==> src/rtl/i2cm_pkg.sv <==
// Package for the I2C master byte engine: command codes, phase counts,
// the step result type and small decode helpers. No dependencies.
`default_nettype none

package i2cm_pkg;

    localparam int CMD_W   = 3;
    localparam int BYTE_W  = 8;
    localparam int PHASE_W = 5;
    localparam int BITC_W  = 4;
    localparam int TICK_W  = 8;

    localparam logic [CMD_W-1:0] OP_IDLE  = 3'd0;
    localparam logic [CMD_W-1:0] OP_START = 3'd1;
    localparam logic [CMD_W-1:0] OP_STOP  = 3'd2;
    localparam logic [CMD_W-1:0] OP_WRITE = 3'd3;
    localparam logic [CMD_W-1:0] OP_READ  = 3'd4;
    localparam logic [CMD_W-1:0] OP_ACK   = 3'd5;
    localparam logic [CMD_W-1:0] OP_NACK  = 3'd6;

    localparam logic [BYTE_W-1:0] PHASE_TICKS_RST = 8'd5;

    // write and read sequence landmarks
    localparam logic [PHASE_W-1:0] WR_ACK_SDA  = 5'd24;
    localparam logic [PHASE_W-1:0] WR_ACK_HIGH = 5'd25;
    localparam logic [PHASE_W-1:0] RD_LAST     = 5'd17;
    localparam logic [PHASE_W-1:0] RD_FIRST_HI = 5'd2;
    localparam logic [PHASE_W-1:0] RD_LAST_HI  = 5'd16;

    localparam logic [1:0] WR_SET_SDA = 2'd0;
    localparam logic [1:0] WR_SCL_HI  = 2'd1;
    localparam logic [1:0] WR_SCL_LO  = 2'd2;

    typedef struct packed {
        logic [BYTE_W-1:0] rd_byte;
        logic              ack_received;
        logic              done_res;
        logic              busy_res;
        logic              sda_level;
        logic              scl_level;
    } res_t;

    function automatic logic [PHASE_W-1:0] phase_total(input logic [CMD_W-1:0] op);
        logic [PHASE_W-1:0] t;
        begin
            unique case (op)
                OP_START: t = 5'd4;
                OP_STOP:  t = 5'd3;
                OP_WRITE: t = 5'd27;
                OP_READ:  t = 5'd18;
                OP_ACK:   t = 5'd3;
                OP_NACK:  t = 5'd3;
                default:  t = 5'd0;
            endcase
            return t;
        end
    endfunction

    // position of a write phase within its three-phase bit slot
    function automatic logic [1:0] wr_slot(input logic [PHASE_W-1:0] idx);
        logic [1:0] r;
        begin
            unique case (idx)
                5'd0, 5'd3, 5'd6, 5'd9, 5'd12, 5'd15, 5'd18, 5'd21, 5'd24, 5'd27,
                5'd30:
                    r = WR_SET_SDA;
                5'd1, 5'd4, 5'd7, 5'd10, 5'd13, 5'd16, 5'd19, 5'd22, 5'd25, 5'd28,
                5'd31:
                    r = WR_SCL_HI;
                default:
                    r = WR_SCL_LO;
            endcase
            return r;
        end
    endfunction

endpackage

`default_nettype wire

==> src/rtl/i2cm_seq.sv <==
// Bus phase sequencer: holds the command state and advances it by one tick
// per enabled cycle, giving that tick's result. Uses i2cm_pkg.
`default_nettype none

module i2cm_seq
(
    input  wire logic                          clk,
    input  wire logic                          rst_n,
    input  wire logic                          step_en,
    input  wire logic [i2cm_pkg::CMD_W-1:0]    cmd,
    input  wire logic [i2cm_pkg::BYTE_W-1:0]   wr_byte,
    input  wire logic                          sda_in,
    input  wire logic [i2cm_pkg::TICK_W-1:0]   phase_ticks,
    output i2cm_pkg::res_t                     res
);

    logic [i2cm_pkg::CMD_W-1:0]   op_reg,    op_next;
    logic [i2cm_pkg::PHASE_W-1:0] idx_reg,   idx_next;
    logic [i2cm_pkg::BITC_W-1:0]  bitc_reg,  bitc_next;
    logic [i2cm_pkg::BYTE_W-1:0]  shift_reg, shift_next;
    logic [i2cm_pkg::TICK_W-1:0]  tick_reg,  tick_next;
    logic                         scl_reg,   scl_next;
    logic                         sda_reg,   sda_next;
    logic                         ack_reg,   ack_next;
    logic [i2cm_pkg::BYTE_W-1:0]  rdh_reg,   rdh_next;

    logic [i2cm_pkg::TICK_W-1:0]  limit;
    logic                         do_enter;
    logic                         done;

    always_comb
    begin
        limit      = (phase_ticks == '0) ? i2cm_pkg::TICK_W'(1) : phase_ticks;
        op_next    = op_reg;
        idx_next   = idx_reg;
        bitc_next  = bitc_reg;
        shift_next = shift_reg;
        tick_next  = tick_reg;
        scl_next   = scl_reg;
        sda_next   = sda_reg;
        ack_next   = ack_reg;
        rdh_next   = rdh_reg;
        do_enter   = 1'b0;
        done       = 1'b0;

        if (op_reg == i2cm_pkg::OP_IDLE)
        begin
            if (cmd >= i2cm_pkg::OP_START && cmd <= i2cm_pkg::OP_NACK)
            begin
                op_next    = cmd;
                idx_next   = '0;
                bitc_next  = '0;
                tick_next  = '0;
                shift_next = (cmd == i2cm_pkg::OP_WRITE) ? wr_byte : '0;
                do_enter   = 1'b1;
            end
        end
        else
        begin
            tick_next = tick_reg + i2cm_pkg::TICK_W'(1);
            if (tick_next >= limit)
            begin
                if (op_reg == i2cm_pkg::OP_WRITE && idx_reg == i2cm_pkg::WR_ACK_HIGH)
                begin
                    ack_next = ~sda_in;
                end
                else if (op_reg == i2cm_pkg::OP_READ && !idx_reg[0] &&
                         idx_reg >= i2cm_pkg::RD_FIRST_HI && idx_reg <= i2cm_pkg::RD_LAST_HI)
                begin
                    shift_next = {shift_reg[i2cm_pkg::BYTE_W-2:0], sda_in};
                    bitc_next  = bitc_reg + i2cm_pkg::BITC_W'(1);
                end
                idx_next  = idx_reg + i2cm_pkg::PHASE_W'(1);
                tick_next = '0;
                if (idx_next >= i2cm_pkg::phase_total(op_reg))
                begin
                    if (op_reg == i2cm_pkg::OP_READ)
                    begin
                        rdh_next = shift_next;
                    end
                    op_next  = i2cm_pkg::OP_IDLE;
                    idx_next = '0;
                    done     = 1'b1;
                end
                else
                begin
                    do_enter = 1'b1;
                end
            end
        end

        // pin change that opens phase idx_next of op_next
        if (do_enter)
        begin
            unique case (op_next)
                i2cm_pkg::OP_START:
                begin
                    unique case (idx_next)
                        5'd0:    sda_next = 1'b1;
                        5'd1:    scl_next = 1'b1;
                        5'd2:    sda_next = 1'b0;
                        default: scl_next = 1'b0;
                    endcase
                end
                i2cm_pkg::OP_STOP:
                begin
                    unique case (idx_next)
                        5'd0:    sda_next = 1'b0;
                        5'd1:    scl_next = 1'b1;
                        default: sda_next = 1'b1;
                    endcase
                end
                i2cm_pkg::OP_WRITE:
                begin
                    if (idx_next < i2cm_pkg::WR_ACK_SDA)
                    begin
                        unique case (i2cm_pkg::wr_slot(idx_next))
                            i2cm_pkg::WR_SET_SDA:
                            begin
                                sda_next   = shift_next[i2cm_pkg::BYTE_W-1];
                                shift_next = {shift_next[i2cm_pkg::BYTE_W-2:0], 1'b0};
                                bitc_next  = bitc_next + i2cm_pkg::BITC_W'(1);
                            end
                            i2cm_pkg::WR_SCL_HI: scl_next = 1'b1;
                            default:             scl_next = 1'b0;
                        endcase
                    end
                    else if (idx_next == i2cm_pkg::WR_ACK_SDA)
                    begin
                        sda_next = 1'b1;
                    end
                    else if (idx_next == i2cm_pkg::WR_ACK_HIGH)
                    begin
                        scl_next = 1'b1;
                    end
                    else
                    begin
                        scl_next = 1'b0;
                    end
                end
                i2cm_pkg::OP_READ:
                begin
                    if (idx_next == '0)
                    begin
                        sda_next = 1'b1;
                    end
                    else if (idx_next == i2cm_pkg::RD_LAST)
                    begin
                        scl_next = 1'b0;
                    end
                    else
                    begin
                        scl_next = ~idx_next[0];
                    end
                end
                i2cm_pkg::OP_ACK, i2cm_pkg::OP_NACK:
                begin
                    if (idx_next == '0)
                    begin
                        sda_next = (op_next == i2cm_pkg::OP_NACK);
                    end
                    else if (idx_next == 5'd1)
                    begin
                        scl_next = 1'b1;
                    end
                    else
                    begin
                        scl_next = 1'b0;
                    end
                end
                default:
                begin
                end
            endcase
        end

        res.scl_level    = scl_next;
        res.sda_level    = sda_next;
        res.busy_res     = (op_next != i2cm_pkg::OP_IDLE);
        res.done_res     = done;
        res.ack_received = ack_next;
        res.rd_byte      = rdh_next;
    end

    always_ff @(posedge clk or negedge rst_n)
    begin
        if (!rst_n)
        begin
            op_reg    <= i2cm_pkg::OP_IDLE;
            idx_reg   <= '0;
            bitc_reg  <= '0;
            shift_reg <= '0;
            tick_reg  <= '0;
            scl_reg   <= 1'b1;
            sda_reg   <= 1'b1;
            ack_reg   <= 1'b0;
            rdh_reg   <= '0;
        end
        else if (step_en)
        begin
            op_reg    <= op_next;
            idx_reg   <= idx_next;
            bitc_reg  <= bitc_next;
            shift_reg <= shift_next;
            tick_reg  <= tick_next;
            scl_reg   <= scl_next;
            sda_reg   <= sda_next;
            ack_reg   <= ack_next;
            rdh_reg   <= rdh_next;
        end
    end

endmodule

`default_nettype wire

==> src/rtl/i2c_master_byte_engine.sv <==
// Top level of the I2C master byte engine: stream ports, APB register and
// output register. Uses i2cm_pkg and i2cm_seq.
`default_nettype none

// Each input word is one bus tick and yields exactly one result word, in the
// cycle after it is taken. A word is accepted every clock while the result
// side keeps up: the single output register is refilled in the same cycle it
// is drained, so throughput is one word per clock, set by the one-tick
// sequencer step. Commands are taken only while idle; a command word that
// arrives while busy counts as a plain tick. Phase length comes from the
// phase_ticks register at address 0 (0 behaves as 1).
module i2c_master_byte_engine
(
    input  wire logic        clk,
    input  wire logic        rst_n,
    input  wire logic        s_tvalid,
    output logic             s_tready,
    input  wire logic [15:0] s_tdata,  // cmd[2:0], wr_byte[10:3], sda_in[11], zero
    output logic             m_tvalid,
    input  wire logic        m_tready,
    output logic [15:0]      m_tdata,  // scl_level, sda_level, busy_res, done_res,
                                       // ack_received, rd_byte[12:5], zero
    input  wire logic        psel,
    input  wire logic        penable,
    input  wire logic        pwrite,
    input  wire logic [2:0]  paddr,
    input  wire logic [31:0] pwdata,
    output logic [31:0]      prdata,
    output logic             pready
);

    logic [i2cm_pkg::TICK_W-1:0] phase_ticks_reg;
    logic                        m_valid_reg;
    i2cm_pkg::res_t              res_reg;
    i2cm_pkg::res_t              res;
    logic                        step_en;

    assign pready   = 1'b1;
    assign prdata   = (paddr[2] == 1'b0) ? {24'd0, phase_ticks_reg} : 32'd0;
    assign s_tready = !m_valid_reg || m_tready;
    assign step_en  = s_tvalid && s_tready;
    assign m_tvalid = m_valid_reg;
    assign m_tdata  = {3'd0, res_reg};

    always_ff @(posedge clk or negedge rst_n)
    begin
        if (!rst_n)
        begin
            phase_ticks_reg <= i2cm_pkg::PHASE_TICKS_RST;
        end
        else if (psel && penable && pwrite && pready && paddr[2] == 1'b0)
        begin
            phase_ticks_reg <= pwdata[i2cm_pkg::TICK_W-1:0];
        end
    end

    i2cm_seq u_seq
    (
        .clk         (clk),
        .rst_n       (rst_n),
        .step_en     (step_en),
        .cmd         (s_tdata[2:0]),
        .wr_byte     (s_tdata[10:3]),
        .sda_in      (s_tdata[11]),
        .phase_ticks (phase_ticks_reg),
        .res         (res)
    );

    always_ff @(posedge clk or negedge rst_n)
    begin
        if (!rst_n)
        begin
            m_valid_reg <= 1'b0;
        end
        else if (s_tready)
        begin
            m_valid_reg <= s_tvalid;
        end
    end

    always_ff @(posedge clk)
    begin
        if (step_en)
        begin
            res_reg <= res;
        end
    end

endmodule

`default_nettype wire

==> config.mk <==
export PLATFORM = sky130hd
export DESIGN_NAME = i2c_master_byte_engine
export DESIGN_NICKNAME = d
export VERILOG_FILES = /design/src/rtl/i2cm_pkg.sv /design/src/rtl/i2cm_seq.sv /design/src/rtl/i2c_master_byte_engine.sv
export SDC_FILE = /design/constraint.sdc
export NUM_CORES = 1
export LEC_CHECK = 0
export BUFFER_PORTS_ARGS = -buffer_cell sky130_fd_sc_hd__buf_2
export CAP_MARGIN = 20
export CORE_MARGIN = 2
export CORE_UTILIZATION = 55
export DETAILED_ROUTE_END_ITERATION = 8
export PLACE_DENSITY_LB_ADDON = 0.05
export SYNTH_ARGS = -nofsm -noshare
export SYNTH_HDL_FRONTEND = slang
export SYNTH_SLANG_ARGS = --single-unit
==> constraint.sdc <==
create_clock -name clk -period 11.3 [get_ports clk]
set_input_delay 0 -clock clk [delete_from_list [all_inputs] [get_ports clk]]
set_output_delay 0 -clock clk [all_outputs]
set_load 0.03 [all_outputs]
# After elaboration in Yosys (flattened, before gate mapping)

Memories as Yosys holds them, arrays and structs flattened.
Index checks and enable logic that the tools add are counted.

Bitwise gates (word level): 4
Equal/unequal tests: 21
Add/subtract/negate cells: 2
Reductions and logical operators: 22
$lt $le $gt $ge: 7
Mux-type cells: 62

Operators with widths:

| cell                | number |
|---|---|
| $mux 8              | 19 |
| $mux 5              | 6 |
| $mux 1              | 23 |
| $eq 5x5->1 const B  | 4 |
| $pmux 5 s4          | 1 |
| $eq 3x3->1 const B  | 6 |
| $eq 3x2->1 const B  | 5 |
| $mux 3              | 4 |
| $pmux 1 s5          | 2 |
| $logic_and 1x1->1   | 9 |
| $add 8x1->8 const B | 1 |
| $ge 8x8->1          | 1 |
| $logic_not 8->1     | 1 |
| $pmux 1 s2          | 4 |
| $eq 3x1->1 const B  | 2 |
| $mux 2              | 3 |
| $reduce_or 2->1     | 3 |
| $add 5x1->5 const B | 1 |
| $eq 5x1->1 const B  | 1 |
| $eq 5x2->1 const B  | 1 |
| $ge 5x2->1 const B  | 1 |
| $ge 5x5->1          | 1 |
| $le 5x5->1 const B  | 1 |
| $logic_not 5->1     | 1 |
| other kinds (13)    | 17 |

Output and inout bits: 51
Bits in read-only memories: 64
Flip-flop bits (word level): 57
Word-level logic and storage cells: 135
Memories: 1

Memory list:

| name             | depth | bits a word | rd ports | clocked after memory_dff | write ports | RTL line       | text |
|---|---|---|---|---|---|---|---|
| (name not given) | 32    | 2           | 1        | 0                        | 0           | i2cm_pkg.sv:63 | `unique case (idx)` |

# Logic depth before layout (Yosys ltp)

Depth in word-level cells: 18
Gate-level depth with buffers: 21
Depth with buffers taken out: 20

# By module

Synthesis repeated with hierarchy kept, for this count alone.

Cells, all modules: 479
Area, all modules: 4531.8 um^2

By module, submodules not included:

| module                 | times used | cells each | area each (um^2) |
|---|---|---|---|
| i2cm_seq               | 1          | 407        | 3493.4 |
| i2c_master_byte_engine | 1          | 72         | 1038.5 |

# Worst setup path after synthesis

No wires, ideal clock.

Path type: reg-to-reg
Start point: reg u_seq.op_reg[2] in the netlist's numbering
End point: reg res_reg (netlist bit m_tdata[0]), data pin
Setup time: 260 ps
Arrival: 3844 ps
Period minus slack after synthesis: 4104 ps
Stages on the path, launching flop included: 19
Setup slack: 7196 ps
Cell sequence: dfrtp_1 > clkbuf_1 > or3b_2 > ha_1 > a21o_1 > a31oi_1 > o21ai_1 > nor2_1 > nand2_1 > o21a_1 > ha_1 > clkbuf_1 > nor3_1 > nor4_1 > nand4_1 > a21oi_1 > a2111oi_0 > o211ai_1 > mux2_2

RTL lines:

| item                   | RTL line                     | text |
|---|---|---|
| from (decl)            | i2cm_seq.sv:17               | `logic [i2cm_pkg::CMD_W-1:0] op_reg, op_next;` |
| from (signal assigned) | i2cm_seq.sv:189              | `op_reg <= i2cm_pkg::OP_IDLE;` |
| from (signal assigned) | i2cm_seq.sv:201              | `op_reg <= op_next;` |
| to (signal assigned)   | i2c_master_byte_engine.sv:85 | `res_reg <= res;` |
| to (decl)              | i2c_master_byte_engine.sv:34 | `i2cm_pkg::res_t res_reg;` |

==> results list <==
- Average size of a mapped cell: 8.955 sq um
- Traced cell by cell, the critical path runs through and3_1 > nand3_1 > nor2_1 > xor2_1 > ha_1 > nand4_1 > o31ai_2 > o21ai_2 > a22oi_1 > inv_1 > ha_1 > nor3_1 > nor4_1 > nand4_1 > a21oi_1 > a2111oi_0 > o211ai_1 > mux2_2.
* Detailed Place HPWL: 6910 um
- For this design, the slowest cell found on the critical path is sky130_fd_sc_hd__o31ai_2.
- Largest net degree at the start of global routing: 45
- GRT overflow: 0
- The min-delay analysis places its worst path in the category input pin to asynchronous set/reset pin.
* Last weighted congestion value of the routability-driven placer: 0.8583
* Worst-case reg-to-reg path depth: 18
* Met2 WL post-DR: 4693 um
* Area share of the leading cell type in the synthesized netlist: 23.38%
* Placed instance area: 4441 sq um
- Top metal layer carrying routed signals: met4
- Cell type with the highest aggregate area in the netlist: sky130_fd_sc_hd__dfrtp_1
* DR vias: 3659
- The setup path with the least slack is of type flop to flop.
* CTS max path bufs: 2
- Worst ir drop on vdd: 0.0001247 V
* Pre-CTS WS: 6.398 ns
- After detailed routing, the number of remaining DRC violations is 0.
- Max-capacitance violation count: 0
- On the final layout, the worst clock skew is 0.008043 ns.
- WP depth: 18
- Level count of the clock H-tree: 3
- Relative to the synthesized area, the layout overhead comes to 11.14%.
- For the worst-skew pair, the clock arrives at the later sink with an insertion delay of 0.34 ns.
- Total leakage power: 2.158 nW
* Endpoint type of the worst setup path: flop
* First-pass GRT wire length: 16260 um
- I/O Buffers: 50
* Count of yosys warnings during synthesis: 0
- In this run the worst path has a maximum fanout of 9.
- Clock-pin slew was measured on the worst setup and hold paths at 0.07 ns.
* Parity-gate share of the synthesized area counting xor and xnor cells: 2.455%
* Share of final-layout standard cells stronger than drive strength 1: 19.74%
- In this design, the stage delay of the slowest critical-path cell is 0.67 ns.
- The final layout contains 605 nets.
* Cell area after synthesis: 4280 sq um
- Number of different library cells in the post-synthesis netlist: 72
- Number of nets with antenna violations after detailed routing: 0
- In this run, CTS created clock tree buffers numbering 9.
- Core area: 7647 sq um
* Placed instance count: 606
* CTS root buffer: sky130_fd_sc_hd__clkbuf_8
- Power spread over the standard cell area amounts to 224.8 nW/um^2.
* Number of global-route vias before repair: 3389
- Status: finished, final reports clean
- Cells fill 62.21% of the core in the end.
- In the synthesized netlist, mux cells make up 7.074% of the area.
- The number of max-slew violations in the final report came to 0.
- The commonest cells after synthesis are 80 x sky130_fd_sc_hd__nand2_1, 40 x sky130_fd_sc_hd__dfrtp_1, 31 x sky130_fd_sc_hd__buf_4, 27 x sky130_fd_sc_hd__o21ai_0, 24 x sky130_fd_sc_hd__nor2_1.
- R2r setup slk: 6.41 ns
* Endpoint required time on the critical path: 11.40 ns
* Post-synthesis share of cell area spent on and, or, nand and nor gates: 19.23%
* Setup TNS: 0 ns
- Rel. slew slack: 37.98%
- Average detailed-routed wire length per instance: 15.44 um
- TritonCTS built the clock tree.
* Post-synthesis sequential area ratio: 34.96%
* Top-count cell post-synth: sky130_fd_sc_hd__nand2_1
* Synthesized-area fraction occupied by adder cells: 5.846%
- Resized Gates After CTS: 0
* Total clock sinks: 57
- Number of cells in the finished layout apart from fillers: 634
- Setup violations remaining at the end of the flow were counted as 0.
- The most used flip-flop cell after synthesis is sky130_fd_sc_hd__dfrtp_1.
* Post-route met1 wirelength: 4482 um
- Detailed-route wire length: 9792 um
- The die is 92.22 um tall.
* Cells after synthesis: 478
- STA puts the critical path data arrival time at 4.98 ns.
- The initialized floorplan defines 32 standard-cell rows.
* Num ports: 109
- Die Width: 92.22 um
- At the pin with the least slew margin, the transition time is 0.9303 ns.
- By area, the combinational part of the netlist is dominated by compound AO/OA/AOI/OAI gates.
- Count of routing violations after the opening detailed-route iteration: 286
- Final design area excluding fillers: 4757 sq um
- Post-route clock period utilization: 43.24%
- Overall die area: 8505 sq um
- Number of search-and-repair iterations in the first detailed-routing pass: 5
- Async S/R FF share, synth: 77.19%
* RSZ-0062 raised after global routing: false
* #FFs+latches synth: 57
- Yosys mapped a number of flops with a built-in enable equal to 13.
- PnR worst setup slack: 6.414 ns
- Across every metal layer, demand over resource in global routing totals 23.98%.
- Buf+Inv Stages, Crit Path: 1
- Synth Area in Compound Gates: 20.78%
- Once the floorplan was initialized, standard cells occupied 55.97% of the core.
- Dominant cells by area after synthesis: sky130_fd_sc_hd__dfrtp_1 23%, sky130_fd_sc_hd__edfxtp_1 9.1%, sky130_fd_sc_hd__nand2_1 7.0%, sky130_fd_sc_hd__ha_1 5.8%, sky130_fd_sc_hd__buf_4 5.4%
* Largest delay contributor family on the critical path: compound AO/OA/AOI/OAI gates
* Met3 WL: 516 um
* Nature of the critical path startpoint: flop
- Final Critical Period: 4.886 ns
- Total inserted antenna cells: 0
* Maximum operating frequency: 204.7 MHz
- The register with the most flip-flops in the layout has 13 of them.
- The count of final hold-check violations is 0.
* Drt via density: 5.771
* Initial antenna violation count: 0
-- area by class of cell --
cell class | count | area, sq um
clock inverters | 6 | 58.81
flip-flops and latches | 57 | 1496
repair buffers | 65 | 402.9
clock buffers | 10 | 127.6
multi-input cells | 376 | 2476
inverters | 18 | 67.56
fillers | 683 | 2890
well taps | 102 | 127.6
-- cell families after synthesis --
group                      count (synthesis)
DFF                                       57
and+or+nand+nor                          172
buffers and inverters                     71
AOI/OAI and AO/OA                        116
muxes                                     28
other                                      2
xor gates and xnor gates                  12
adders and majority gates                 20
-- cells in the final DEF (no fill, tap or decap), types with 3 or more instances in the layout --
cell type | netlist | layout
sky130_fd_sc_hd__conb_1 | 2 | 28
sky130_fd_sc_hd__a22o_1 | 9 | 9
sky130_fd_sc_hd__edfxtp_1 | 13 | 13
sky130_fd_sc_hd__nor3_1 | 12 | 12
sky130_fd_sc_hd__nor4_1 | 5 | 5
sky130_fd_sc_hd__ha_1 | 20 | 20
sky130_fd_sc_hd__o211ai_1 | 4 | 4
sky130_fd_sc_hd__inv_1 | 18 | 18
sky130_fd_sc_hd__dfstp_2 | 4 | 4
sky130_fd_sc_hd__xor2_1 | 4 | 4
sky130_fd_sc_hd__a21oi_1 | 13 | 13
sky130_fd_sc_hd__dfrtp_1 | 40 | 40
sky130_fd_sc_hd__a21o_1 | 5 | 5
sky130_fd_sc_hd__dlygate4sd3_1 | 0 | 11
sky130_fd_sc_hd__clkbuf_8 | 0 | 9
sky130_fd_sc_hd__and3_1 | 4 | 4
sky130_fd_sc_hd__nand2_1 | 80 | 80
sky130_fd_sc_hd__o21a_1 | 6 | 6
sky130_fd_sc_hd__buf_2 | 6 | 50
sky130_fd_sc_hd__mux2i_1 | 13 | 13
sky130_fd_sc_hd__o221ai_1 | 3 | 3
sky130_fd_sc_hd__nor2_1 | 24 | 24
sky130_fd_sc_hd__xnor2_1 | 8 | 8
sky130_fd_sc_hd__nand3_1 | 17 | 17
sky130_fd_sc_hd__buf_4 | 31 | 3
sky130_fd_sc_hd__mux2_2 | 14 | 14
sky130_fd_sc_hd__nand2b_1 | 10 | 10
sky130_fd_sc_hd__nand4_1 | 4 | 4
sky130_fd_sc_hd__a222oi_1 | 6 | 6
sky130_fd_sc_hd__o21ai_0 | 27 | 27
sky130_fd_sc_hd__a31oi_1 | 7 | 7
-- timing repair --
item	in CTS	in global routing
endpoints found under the setup margin	0	0
hold endpoints to repair	49	0
hold buffers	11	0
buffers inserted	0	0
-- where the power goes --
group          switching (mW)  total, mW  internal [mW]
combinational           0.335      0.557          0.223
clock                  0.0871      0.187          0.100
sequential             0.0608      0.325          0.264
-- final timing paths --
path | startpoint | end
min reg2reg | u_seq.rdh_reg[7] | u_seq.rdh_reg[7]
min in group clk | s_tdata[11] | m_tdata[4]
max reg2reg | u_seq.tick_reg[0] | m_tdata[0]
max | u_seq.tick_reg[0] | m_tdata[0]
max in group asynchronous | rst_n | phase_ticks_reg[2]
min | rst_n | u_seq.idx_reg[4]
-- stage by stage --
stage | hold slack (ns) | power (mW)
2_1_floorplan | -0.2956 | 0.7667
3_3_place_gp | 0.2104 | 0.8629
3_5_place_dp | 0.2188 | 0.8752
4_1_cts | 0.02363 | 1.069
5_1_grt | 0.03997 | 1.149
6_report | 0.03287 | 1.069
-- layer usage --
layer | GRT usage (%) | up-vias
met5 | 0 | -
met4 | 7.836 | 0
met3 | 3.944 | 12
met2 | 39.46 | 124
met1 | 32.27 | 1748
li1 | - | 1775
Power figures use the tool's default switching activity.
